**src/sv/assert_macros.svh**
```systemverilog
// Assertion macros used by the parser RTL file.
`ifndef ASSERT_MACROS_SVH
`define ASSERT_MACROS_SVH

// Property checked on every rising clk edge outside reset.
`define RDPP_ASSERT(lbl, prop, msg) \
    lbl: assert property (@(posedge clk) disable iff (!rst_n) (prop)) else $error(msg);

// Condition that must never be seen outside reset.
`define RDPP_ASSERT_NEVER(lbl, cond, msg) \
    `RDPP_ASSERT(lbl, !(cond), msg)

`endif

```
**src/sv/rdpp_pkg.sv**
```systemverilog
// Types, constants and helper functions of the rangefinder protocol parser.
package rdpp_pkg;

    localparam int LINE_LEN_DEF  = 16;
    localparam int MAX_BATCH_DEF = 8192;

    localparam int DIST_W  = 15;
    localparam int PADDR_W = 3;
    localparam int PDATA_W = 32;

    localparam logic [DIST_W-1:0] MAX_DIST_RST = 15'd4000;
    localparam logic [DIST_W-1:0] DIST_SAT     = 15'h7fff;
    localparam logic [15:0]       OOR_MIN_CM   = 16'd10000;
    localparam logic [15:0]       OOR_ADD_CM   = 16'd100;
    localparam logic [3:0]        GOOD_LOCK    = 4'd10;

    localparam logic [DIST_W-1:0] LOST_CODE0 = 15'd13000;
    localparam logic [DIST_W-1:0] LOST_CODE1 = 15'd16000;
    localparam logic [DIST_W-1:0] LOST_CODE2 = 15'd23000;
    localparam logic [DIST_W-1:0] LOST_CODE3 = 15'd25000;

    localparam logic [7:0] CH_CR    = 8'h0d;
    localparam logic [7:0] CH_MINUS = 8'h2d;
    localparam logic [7:0] CH_DOT   = 8'h2e;
    localparam logic [7:0] CH_ZERO  = 8'h30;
    localparam logic [7:0] CH_NINE  = 8'h39;

    localparam logic MODE_BYTE = 1'b0;
    localparam logic MODE_END  = 1'b1;

    localparam logic [1:0] PROTO_UNKNOWN = 2'd0;
    localparam logic [1:0] PROTO_ASCII   = 2'd1;
    localparam logic [1:0] PROTO_BINARY  = 2'd2;

    typedef struct packed {
        logic [1:0] frac_cnt;
        logic       nz;
        logic       stop;
        logic       dot;
        logic       neg;
    } ascii_flags_t;

    function automatic logic is_lost(input logic [DIST_W-1:0] cm,
                                     input logic [DIST_W-1:0] max_cm);
        logic [15:0] lim;
        lim = {1'b0, max_cm} + OOR_ADD_CM;
        return ({1'b0, cm} >= lim) &&
               (cm == LOST_CODE0 || cm == LOST_CODE1 ||
                cm == LOST_CODE2 || cm == LOST_CODE3);
    endfunction

    function automatic logic [DIST_W-1:0] sat_dist(input logic [18:0] v);
        return (v > 19'(DIST_SAT)) ? DIST_SAT : v[DIST_W-1:0];
    endfunction

endpackage

```
**src/sv/rangefinder_dual_protocol_parser.sv**
```systemverilog
// Rangefinder byte parser: ASCII and binary protocols, batch average by serial divider.
// Byte word: taken every idle cycle, parsed combinationally, no result.
// End-of-batch word: the result is computed in ST_DIV, one quotient bit per cycle, or goes
//   straight to ST_FIN when there is no valid reading; input stalls until the result
//   enters the output register, so no new word is taken while a batch result is pending.
// rst_n clears parser, counters and batch state asynchronously; max distance 4000.
module rangefinder_dual_protocol_parser
    import rdpp_pkg::*;
#(
    parameter int LINE_LEN  = LINE_LEN_DEF,
    parameter int MAX_BATCH = MAX_BATCH_DEF
)
(
    input  logic               clk,
    input  logic               rst_n,
    input  logic               psel,
    input  logic               penable,
    input  logic               pwrite,
    input  logic [PADDR_W-1:0] paddr,
    input  logic [PDATA_W-1:0] pwdata,
    output logic [PDATA_W-1:0] prdata,
    output logic               pready,
    input  logic               in_valid,
    output logic               in_stall,
    input  logic               mode,
    input  logic [7:0]         byte_value,
    output logic               out_valid,
    input  logic               out_stall,
    output logic               has_reading,
    output logic [DIST_W-1:0]  range_cm,
    output logic               lost_flag,
    output logic [1:0]         protocol
);

    localparam int LEN_W = $clog2(LINE_LEN);
    localparam int CNT_W = $clog2(MAX_BATCH + 1);
    localparam int SUM_W = CNT_W + DIST_W;
    localparam int ITR_W = $clog2(SUM_W);

    localparam logic [3:0] GOOD_MAX = GOOD_LOCK + 4'd1;

    localparam logic [1:0] ST_IDLE = 2'd0;
    localparam logic [1:0] ST_DIV  = 2'd1;
    localparam logic [1:0] ST_FIN  = 2'd2;

    logic [DIST_W-1:0] max_reg, max_next;
    logic [1:0]        state_reg, state_next;
    logic [1:0]        proto_reg, proto_next;
    logic [DIST_W-1:0] a_val_reg, a_val_next;
    ascii_flags_t      a_flags_reg, a_flags_next;
    logic [LEN_W-1:0]  a_len_reg, a_len_next;
    logic [6:0]        high_reg, high_next;
    logic              high_seen_reg, high_seen_next;
    logic [3:0]        a_good_reg, a_good_next;
    logic [3:0]        b_good_reg, b_good_next;
    logic [SUM_W-1:0]  sum_reg, sum_next;
    logic [CNT_W-1:0]  nvalid_reg, nvalid_next;
    logic [CNT_W-1:0]  ninvalid_reg, ninvalid_next;
    logic [ITR_W-1:0]  itr_reg, itr_next;
    logic [SUM_W-1:0]  quo_reg, quo_next;
    logic [CNT_W-1:0]  rem_reg, rem_next;
    logic [CNT_W-1:0]  den_reg, den_next;
    logic              res_has_reg, res_has_next;
    logic              res_nosig_reg, res_nosig_next;
    logic              out_valid_reg, out_valid_next;
    logic              has_reg, has_next;
    logic [DIST_W-1:0] dist_reg, dist_next;
    logic              nosig_reg, nosig_next;
    logic [1:0]        oproto_reg, oproto_next;

    logic              in_acc;
    logic              cfg_wr;
    logic              a_rec, a_bad, b_rec, b_bad;
    logic [DIST_W-1:0] b_cm;
    ascii_flags_t      f;
    logic [18:0]       v;
    logic [3:0]        dig;
    logic [LEN_W:0]    len_inc;
    logic [CNT_W:0]    total;
    logic              a_take, b_take;
    logic [CNT_W:0]    sh;
    logic [CNT_W+1:0]  diff;
    logic [15:0]       oor_m;
    logic [15:0]       oor_d;

    assign in_stall  = (state_reg != ST_IDLE);
    assign in_acc    = in_valid && !in_stall;
    assign pready    = 1'b1;
    assign cfg_wr    = psel && penable && pwrite && pready;
    assign prdata    = paddr[PADDR_W-1] ? '0 : {{(PDATA_W-DIST_W){1'b0}}, max_reg};
    assign max_next  = (cfg_wr && !paddr[PADDR_W-1]) ? pwdata[DIST_W-1:0] : max_reg;

    assign out_valid   = out_valid_reg;
    assign has_reading = has_reg;
    assign range_cm    = dist_reg;
    assign lost_flag   = nosig_reg;
    assign protocol    = oproto_reg;

    // parsers
    always_comb
    begin
        a_val_next     = a_val_reg;
        a_flags_next   = a_flags_reg;
        a_len_next     = a_len_reg;
        high_next      = high_reg;
        high_seen_next = high_seen_reg;
        a_rec          = 1'b0;
        a_bad          = 1'b0;
        b_rec          = 1'b0;
        b_bad          = 1'b0;
        b_cm           = {1'b0, high_reg, byte_value[6:0]};
        f              = a_flags_reg;
        v              = '0;
        dig            = byte_value[3:0];
        len_inc        = {1'b0, a_len_reg} + 1'b1;
        if (in_acc && mode == MODE_BYTE &&
            (proto_reg == PROTO_UNKNOWN || proto_reg == PROTO_ASCII))
        begin
            if (byte_value == CH_CR)
            begin
                a_rec        = 1'b1;
                a_bad        = (a_flags_reg.neg && a_flags_reg.nz) ||
                               is_lost(a_val_reg, max_reg);
                a_val_next   = '0;
                a_flags_next = '0;
                a_len_next   = '0;
            end
            else if ((byte_value >= CH_ZERO && byte_value <= CH_NINE) ||
                     byte_value == CH_DOT || byte_value == CH_MINUS)
            begin
                if (!f.stop)
                begin
                    if (byte_value == CH_MINUS)
                    begin
                        if (a_len_reg == '0)
                            f.neg = 1'b1;
                        else
                            f.stop = 1'b1;
                    end
                    else if (byte_value == CH_DOT)
                    begin
                        if (f.dot)
                            f.stop = 1'b1;
                        else
                            f.dot = 1'b1;
                    end
                    else
                    begin
                        if (dig != 4'd0)
                            f.nz = 1'b1;
                        if (!f.dot)
                        begin
                            v = ({4'b0, a_val_reg} << 3) + ({4'b0, a_val_reg} << 1) +
                                19'(dig) * 19'd100;
                            a_val_next = sat_dist(v);
                        end
                        else if (f.frac_cnt < 2'd2)
                        begin
                            v = {4'b0, a_val_reg} +
                                ((f.frac_cnt == 2'd0) ? 19'(dig) * 19'd10 : 19'(dig));
                            a_val_next = sat_dist(v);
                            f.frac_cnt = f.frac_cnt + 2'd1;
                        end
                    end
                end
                a_flags_next = f;
                a_len_next   = len_inc[LEN_W-1:0];
                if (len_inc >= (LEN_W+1)'(LINE_LEN))
                begin
                    a_val_next   = '0;
                    a_flags_next = '0;
                    a_len_next   = '0;
                end
            end
        end
        if (in_acc && mode == MODE_BYTE &&
            (proto_reg == PROTO_UNKNOWN || proto_reg == PROTO_BINARY))
        begin
            if (byte_value[7])
            begin
                high_next      = byte_value[6:0];
                high_seen_next = 1'b1;
            end
            else
            begin
                b_rec          = high_seen_reg;
                b_bad          = is_lost(b_cm, max_reg);
                high_seen_next = 1'b0;
            end
        end
    end

    // batch bookkeeping, divider and result sequencing
    always_comb
    begin
        total          = {1'b0, nvalid_reg} + {1'b0, ninvalid_reg};
        a_take         = a_rec && (total < (CNT_W+1)'(MAX_BATCH));
        b_take         = b_rec && ((total + (CNT_W+1)'(a_take)) < (CNT_W+1)'(MAX_BATCH));
        sum_next       = sum_reg;
        nvalid_next    = nvalid_reg;
        ninvalid_next  = ninvalid_reg;
        a_good_next    = a_good_reg;
        b_good_next    = b_good_reg;
        proto_next     = proto_reg;
        state_next     = state_reg;
        itr_next       = itr_reg;
        quo_next       = quo_reg;
        rem_next       = rem_reg;
        den_next       = den_reg;
        res_has_next   = res_has_reg;
        res_nosig_next = res_nosig_reg;
        out_valid_next = out_valid_reg && out_stall;
        has_next       = has_reg;
        dist_next      = dist_reg;
        nosig_next     = nosig_reg;
        oproto_next    = oproto_reg;
        sh             = {rem_reg, quo_reg[SUM_W-1]};
        diff           = {1'b0, sh} - {2'b0, den_reg};
        oor_m          = {1'b0, max_reg} + OOR_ADD_CM;
        oor_d          = (oor_m > OOR_MIN_CM) ? oor_m : OOR_MIN_CM;

        if (a_take)
        begin
            if (a_bad)
                ninvalid_next = ninvalid_next + 1'b1;
            else
            begin
                sum_next    = sum_next + SUM_W'(a_val_reg);
                nvalid_next = nvalid_next + 1'b1;
                if (proto_reg == PROTO_UNKNOWN && a_good_reg <= GOOD_LOCK)
                    a_good_next = a_good_reg + 4'd1;
            end
        end
        if (b_take)
        begin
            if (b_bad)
                ninvalid_next = ninvalid_next + 1'b1;
            else
            begin
                sum_next    = sum_next + SUM_W'(b_cm);
                nvalid_next = nvalid_next + 1'b1;
                if (proto_reg == PROTO_UNKNOWN && b_good_reg <= GOOD_LOCK)
                    b_good_next = b_good_reg + 4'd1;
            end
        end

        case (state_reg)
            ST_IDLE:
            begin
                if (in_acc && mode == MODE_END)
                begin
                    if (proto_reg == PROTO_UNKNOWN)
                    begin
                        if (b_good_reg > GOOD_LOCK)
                            proto_next = PROTO_BINARY;
                        else if (a_good_reg > GOOD_LOCK)
                            proto_next = PROTO_ASCII;
                    end
                    res_has_next   = (nvalid_reg != '0) || (ninvalid_reg != '0);
                    res_nosig_next = (nvalid_reg == '0) && (ninvalid_reg != '0);
                    den_next       = nvalid_reg;
                    rem_next       = '0;
                    itr_next       = ITR_W'(SUM_W - 1);
                    if (nvalid_reg != '0)
                    begin
                        quo_next   = sum_reg;
                        state_next = ST_DIV;
                    end
                    else
                    begin
                        quo_next   = (ninvalid_reg != '0) ? SUM_W'(sat_dist({3'b0, oor_d}))
                                                          : '0;
                        state_next = ST_FIN;
                    end
                    sum_next      = '0;
                    nvalid_next   = '0;
                    ninvalid_next = '0;
                end
            end
            ST_DIV:
            begin
                if (!diff[CNT_W+1])
                begin
                    rem_next = diff[CNT_W-1:0];
                    quo_next = {quo_reg[SUM_W-2:0], 1'b1};
                end
                else
                begin
                    rem_next = sh[CNT_W-1:0];
                    quo_next = {quo_reg[SUM_W-2:0], 1'b0};
                end
                itr_next = itr_reg - 1'b1;
                if (itr_reg == '0)
                    state_next = ST_FIN;
            end
            ST_FIN:
            begin
                if (!out_valid_reg || !out_stall)
                begin
                    out_valid_next = 1'b1;
                    has_next       = res_has_reg;
                    nosig_next     = res_nosig_reg;
                    dist_next      = (quo_reg > SUM_W'(DIST_SAT)) ? DIST_SAT
                                                                  : quo_reg[DIST_W-1:0];
                    oproto_next    = proto_reg;
                    state_next     = ST_IDLE;
                end
            end
            default:
            begin
                state_next = ST_IDLE;
            end
        endcase
    end

    always_ff @(posedge clk or negedge rst_n)
    begin
        if (!rst_n)
        begin
            max_reg       <= MAX_DIST_RST;
            state_reg     <= ST_IDLE;
            proto_reg     <= PROTO_UNKNOWN;
            a_val_reg     <= '0;
            a_flags_reg   <= '0;
            a_len_reg     <= '0;
            high_reg      <= '0;
            high_seen_reg <= 1'b0;
            a_good_reg    <= '0;
            b_good_reg    <= '0;
            sum_reg       <= '0;
            nvalid_reg    <= '0;
            ninvalid_reg  <= '0;
            itr_reg       <= '0;
            out_valid_reg <= 1'b0;
        end
        else
        begin
            max_reg       <= max_next;
            state_reg     <= state_next;
            proto_reg     <= proto_next;
            a_val_reg     <= a_val_next;
            a_flags_reg   <= a_flags_next;
            a_len_reg     <= a_len_next;
            high_reg      <= high_next;
            high_seen_reg <= high_seen_next;
            a_good_reg    <= a_good_next;
            b_good_reg    <= b_good_next;
            sum_reg       <= sum_next;
            nvalid_reg    <= nvalid_next;
            ninvalid_reg  <= ninvalid_next;
            itr_reg       <= itr_next;
            out_valid_reg <= out_valid_next;
        end
    end

    always_ff @(posedge clk)
    begin
        quo_reg       <= quo_next;
        rem_reg       <= rem_next;
        den_reg       <= den_next;
        res_has_reg   <= res_has_next;
        res_nosig_reg <= res_nosig_next;
        has_reg       <= has_next;
        dist_reg      <= dist_next;
        nosig_reg     <= nosig_next;
        oproto_reg    <= oproto_next;
    end

`include "assert_macros.svh"

    `RDPP_ASSERT(a_batch_bound, (total <= (CNT_W+1)'(MAX_BATCH)), "batch count over limit")
    `RDPP_ASSERT(a_good_sat, (a_good_reg <= GOOD_MAX && b_good_reg <= GOOD_MAX), "good count")
    `RDPP_ASSERT(a_proto_sticky, (proto_reg != PROTO_UNKNOWN |=> $stable(proto_reg)), "lock")
    `RDPP_ASSERT(a_rem_bound, (state_reg == ST_DIV |-> rem_reg < den_reg), "remainder bound")
    `RDPP_ASSERT(a_out_from_fin, ($rose(out_valid_reg) |-> $past(state_reg) == ST_FIN), "fin")
    `RDPP_ASSERT_NEVER(a_nosig_has, (out_valid_reg && nosig_reg && !has_reg), "lost flag")

endmodule

```
**config.mk**
```make
export PLATFORM = sky130hd
export DESIGN_NAME = rangefinder_dual_protocol_parser
export DESIGN_NICKNAME = d
export VERILOG_FILES = /design/src/sv/rdpp_pkg.sv /design/src/sv/rangefinder_dual_protocol_parser.sv
export VERILOG_INCLUDE_DIRS = /design/src /design/src/sv
export SDC_FILE = /design/constraint.sdc
export NUM_CORES = 1
export LEC_CHECK = 0
export ABC_CLOCK_PERIOD_IN_PS = 17800
export BUFFER_PORTS_ARGS = -buffer_cell sky130_fd_sc_hd__buf_4
export CAP_MARGIN = 20
export CORE_MARGIN = 5
export CORE_UTILIZATION = 68
export CTS_CLUSTER_SIZE = 16
export DETAILED_ROUTE_END_ITERATION = 6
export PLACE_DENSITY = 0.85
export SYNTH_ARGS = -nofsm -noshare
export SYNTH_HDL_FRONTEND = slang
export SYNTH_SLANG_ARGS = --single-unit
export TNS_END_PERCENT = 50
```
**constraint.sdc**
```tcl
create_clock -name clk -period 17.8 [get_ports clk]
set_input_delay 4.45 -clock clk [delete_from_list [all_inputs] [get_ports clk]]
set_output_delay 4.45 -clock clk [all_outputs]
set_load 0.005 [all_outputs]
```
Word-level counts from Yosys, hierarchy flattened
Index checks and enable logic that the tools add are counted. Widths: inputs -> output; s select.

Logic and storage cells: 233. Bits of input ports: 51. Output and inout bits: 54. Flip-flop bits (word level): 201.

Add/subtract/negate cells: 18. Multiply operators: 2. Magnitude comparators: 17. Multiplexer cells: 79. Bitwise operators: 3. Equality and inequality tests: 20. Reduce and logical (&&, ||, !) cells: 66.

Operators by type and width (count): $mux 29 (8); $mux 14 (14); $mux 15 (13); $pmux 29 s2 (1); $add 14x1->14 const B (4); $gt 16x15->1 const B (2); $eq 15x14->1 const B (2); $eq 15x15->1 const B (2); $lt 15x14->1 const B (2); $add 29x14->29 (1); $add 29x15->29 (1); $gt 29x15->1 const B (1); $eq 14x14->1 const B (2); $pmux 14 s2 (1); $reduce_bool 14->1 (2); $mux 6 (4); $add 18x16->19 (1); $add 19x11->19 (1); $gt 19x15->1 const B (1); $mux 1 (19); $logic_and 1x1->1 (18); $mux 2 (9); $reduce_bool 3->1 (6); $add 15x7->16 const B (1); 49 further kinds (89).

Depth between registers and ports, before layout
Word-level depth: 15. Depth in mapped cells: 27.

Worst setup path after synthesis
OpenSTA, ideal clock, no wires.

Path type: input to output. From: in paddr[2]. To: out prdata[10]. Cell stages on the path: 2. Arrival: 4.789 ns. Required time: 13.350 ns. Path slack: 8.561 ns. Path buffers: 1. Cells stage by stage: clkbuf_1 nor2b_1.

Cells in the longest elaborated chain, start to end: 1.

RTL lines: start: declaration (line rangefinder_dual_protocol_parser.sv:19) `input logic [PADDR_W-1:0] paddr,`; $mux 15 (line rangefinder_dual_protocol_parser.sv:90) `assign prdata = paddr[PADDR_W-1] ? '0 : {{(PDATA_W-DIST_W){1'b0}}, max_reg};`; end: declaration (line rangefinder_dual_protocol_parser.sv:21) `output logic [PDATA_W-1:0] prdata,`.

Every way passes these cells.

Worst setup path in the final report
From: in paddr[2]. To: out prdata[11].

The elaborated chain is that of the path after synthesis.

==> flow_metrics.env <==
export IMPL_period_share_pct=52.4
export IMPL_drt_first_pass_iters=6
export IMPL_dieArea_um2=27600
export IMPL_path_cells="buf_4 > nor2b_1 > buf_4"
export IMPL_cts_tree="built"
export IMPL_power_mw=1.89
export IMPL_hold_viol=0
export IMPL_p_int_mw=1.19
export IMPL_period_minus_slack_ns=9.32
export IMPL_grt_pass1_vias=14200
export IMPL_max_stage_delay_ns=0.16
export IMPL_postCtsHoldBufs=0
export IMPL_top_layer="met5"
export IMPL_ys_async_sr_fraction_pct=61.2
export IMPL_rows=57
export IMPL_grt_first_pass_wirelength_um=71300
export IMPL_drcViolationCount=0
export IMPL_clock_skew_ns=0.0250
export IMPL_layout_core_utilization_pct=74.9
export IMPL_worst_setup_path_start_kind="primary input"
export IMPL_hpwl_um=32400
export IMPL_io_pins=105
export IMPL_hold_path_class="flop to flop"
export IMPL_cts_buffer_depth=3
export IMPL_insertion_delay_ns=0.53
export IMPL_gr_usage_all_layers_pct=30.8
export IMPL_cts_buffers=24
export IMPL_vias=14800
export IMPL_areaGrowthSynthToFinish_pct=9.34
export IMPL_p_leak_nw=8.04
export IMPL_die_width_um=166
export IMPL_yosys_register_bits=201
export IMPL_avgRoutedWirePerCell_um=19.2
export IMPL_n_antenna_cell=0
export IMPL_cpMostUsedCell="buf_4"
export IMPL_final_common_cell="nor2_1"
export IMPL_p_comb_share_pct=36.0
export IMPL_fin_nets=2152
export IMPL_synthDistinctLibCells=91
export IMPL_layout_drive_gt1_share_pct=9.92
export IMPL_met2_wirelength_um=19700
export IMPL_grt_max_degree=73
export IMPL_p_sw_share_pct=37.0
export IMPL_critPathSlowestCell="buf_4"
export IMPL_drv_slew=0
export IMPL_outcome="finished clean"
export IMPL_synthCells=1901
export IMPL_drtAntennaViolNets=0
export IMPL_synth_area_um2=16600
export IMPL_cap_violations=0
export IMPL_initial_core_util_pct=68.5
export IMPL_synth_edf_count=78
export IMPL_crit_fanout=16
export IMPL_cts_root_buf="clkbuf_16"
export IMPL_post_cts_buffers=0
export IMPL_crit_family="buffers and inverters"
export IMPL_die_h_um=166
export IMPL_wl_met1_um=18800
export IMPL_port_buffers=67
export IMPL_required_ns=13.35
export IMPL_arrival_ns=4.87
export IMPL_grt_setup_unrepaired="false"
export IMPL_power_frac_clock_pct=27.7
export IMPL_power_frac_seq_pct=36.3
export IMPL_numClockSinks=201
export IMPL_holdWs_ns=0.437
export IMPL_viasPerCell=6.48
export IMPL_worstSetupPathType="primary input to primary output"
export IMPL_synthFlopType="dfrtp_1"
export IMPL_cp_buffers_inverters=2
export IMPL_synth_seq_area_share_pct=32.8
export IMPL_tns_ns=0
export IMPL_routabilityCongestion=0.978
export IMPL_core_um2=24200
export IMPL_peakVddDrop_mv=0.0967
export IMPL_stdcell_count=2280
export IMPL_setup_viol=0
export IMPL_grt_overflow_total=0
export IMPL_power_density_nw_per_um2=104
export IMPL_wl_met3_um=4070
export IMPL_p_switching_mw=0.698
export IMPL_clk_pin_slew_worst_paths_ns=0.06
export IMPL_dp_cells=2235
export IMPL_antenna_found_initial=1
export IMPL_cts_repair_resized=0
export IMPL_layout_common_cells="186 x nor2_1, 180 x nand2_1, 147 x ha_1, 117 x dfrtp_1, 106 x inv_1"
export IMPL_end_kind="primary output"
export IMPL_worst_pin_slew_ns=1.22
export IMPL_yosys_warnings=0
export IMPL_dr_first_iter_drc_count=1385
export IMPL_max_freq_mhz=107
export IMPL_postSynthAreaPerCell_um2=8.72
export IMPL_cts_htree_levels=1
export IMPL_relSlewSlack_pct=18.8
export IMPL_routed_wl_um=43800
## worst paths after layout
kind                       slack [ns]  cells after the start         from              end
setup / recovery                 8.48                      3     paddr[2]       prdata[11]
hold / removal                   0.44                      0  res_has_reg      has_reading
setup reg to reg                10.68                     23   max_reg[2]      sum_reg[24]
hold reg to reg                  0.44                      0  res_has_reg      has_reading
max in group asynchronous       12.41                      2        rst_n  ninvalid_reg[5]
min in group asynchronous        4.06                      1        rst_n       sum_reg[1]
## worst reg2reg max path: stages, from the launching register on
cell and delay (ns):
dfrtp_1 0.54, ha_1 0.33, a211oi_1 0.48, nor2_1 0.13, xnor2_1 0.47, ha_1 0.25
a21o_1 0.15, a2111oi_0 0.09, o41ai_1 0.63, a311oi_2 0.21, buf_4 0.24, o21ai_2 0.46
buf_4 0.41, o21ai_0 0.22, ha_1 0.41, nand2_1 0.07, o21ai_0 0.33, a31oi_1 0.17
a21boi_0 0.27, o21ai_0 0.13, nor2_1 0.50, nand4_1 0.22, a211o_1 0.31, nand2_1 0.06
## final cells by class
cell class | instances | area, um2
Timing Repair Buffer | 81 | 616
Clock inverter | 17 | 228
Sequential cell | 201 | 5430
Inverter | 107 | 402
Multi-Input combinational cell | 1523 | 10400
Fill cell | 1744 | 6060
Clock buffer | 27 | 622
Tap cell | 324 | 405
## logic make-up after synthesis
logic type,count (synthesis),share of synthesized area (%)
AO/OA/AOI/OAI,442,17.8
adder cells (fa/ha/maj),163,13.0
other,2,0.0453
flip-flops,201,32.8
XOR/XNOR,126,6.75
multiplexers,39,2.50
buffers and inverters,193,4.90
AND/OR/NAND/NOR,735,22.2
## cells in the mapped netlist (all sizes together), types with 10 or more instances
cell type | count | area share (%)
a2111oi | 10 | 0.69
a211oi | 34 | 1.5
a21boi | 11 | 0.52
a21o | 26 | 1.2
a21oi | 97 | 3.0
a31oi | 24 | 0.91
and2 | 33 | 1.3
and3 | 25 | 0.94
buf | 28 | 1.1
clkbuf | 58 | 1.3
dfrtp | 117 | 18
edfxtp | 78 | 14
fa | 16 | 1.9
ha | 147 | 11
inv | 107 | 2.4
mux2 | 19 | 1.3
mux2i | 20 | 1.2
nand2 | 181 | 4.1
nand2b | 15 | 0.57
nand3 | 78 | 2.4
nand4 | 25 | 0.94
nor2 | 186 | 4.2
nor2b | 30 | 1.1
nor3 | 49 | 1.5
nor4 | 22 | 0.96
o211ai | 15 | 0.68
o21a | 10 | 0.45
o21ai | 106 | 3.2
o21bai | 12 | 0.54
o31ai | 11 | 0.50
or2 | 26 | 0.98
or4 | 11 | 0.52
xnor2 | 79 | 4.2
xor2 | 46 | 2.4
## power groups by stage
stage	Combinational [mW]	Clock, mW	Sequential [mW]
after CTS	0.664	0.527	0.682
after global placement	0.624	0	0.683
after detailed placement	0.656	0	0.688
after floorplan	0.497	0	0.656
after global routing	0.751	0.552	0.695
final	0.678	0.523	0.685
## metal layers
layer	up-vias	GRT usage (%)
met3	113	4.95
met2	698	50.3
li1	6943	-
met4	2	8.64
met1	7025	43.0
met5	-	0
## per-stage QoR
stage	cell area [um2]	worst slack [ns]
6_report	18100	8.48
3_5_place_dp	17300	8.11
2_1_floorplan	16600	8.56
5_1_grt	18100	8.07
4_1_cts	18100	8.48
3_3_place_gp	17300	8.23
(Power assumes the default switching activity.)
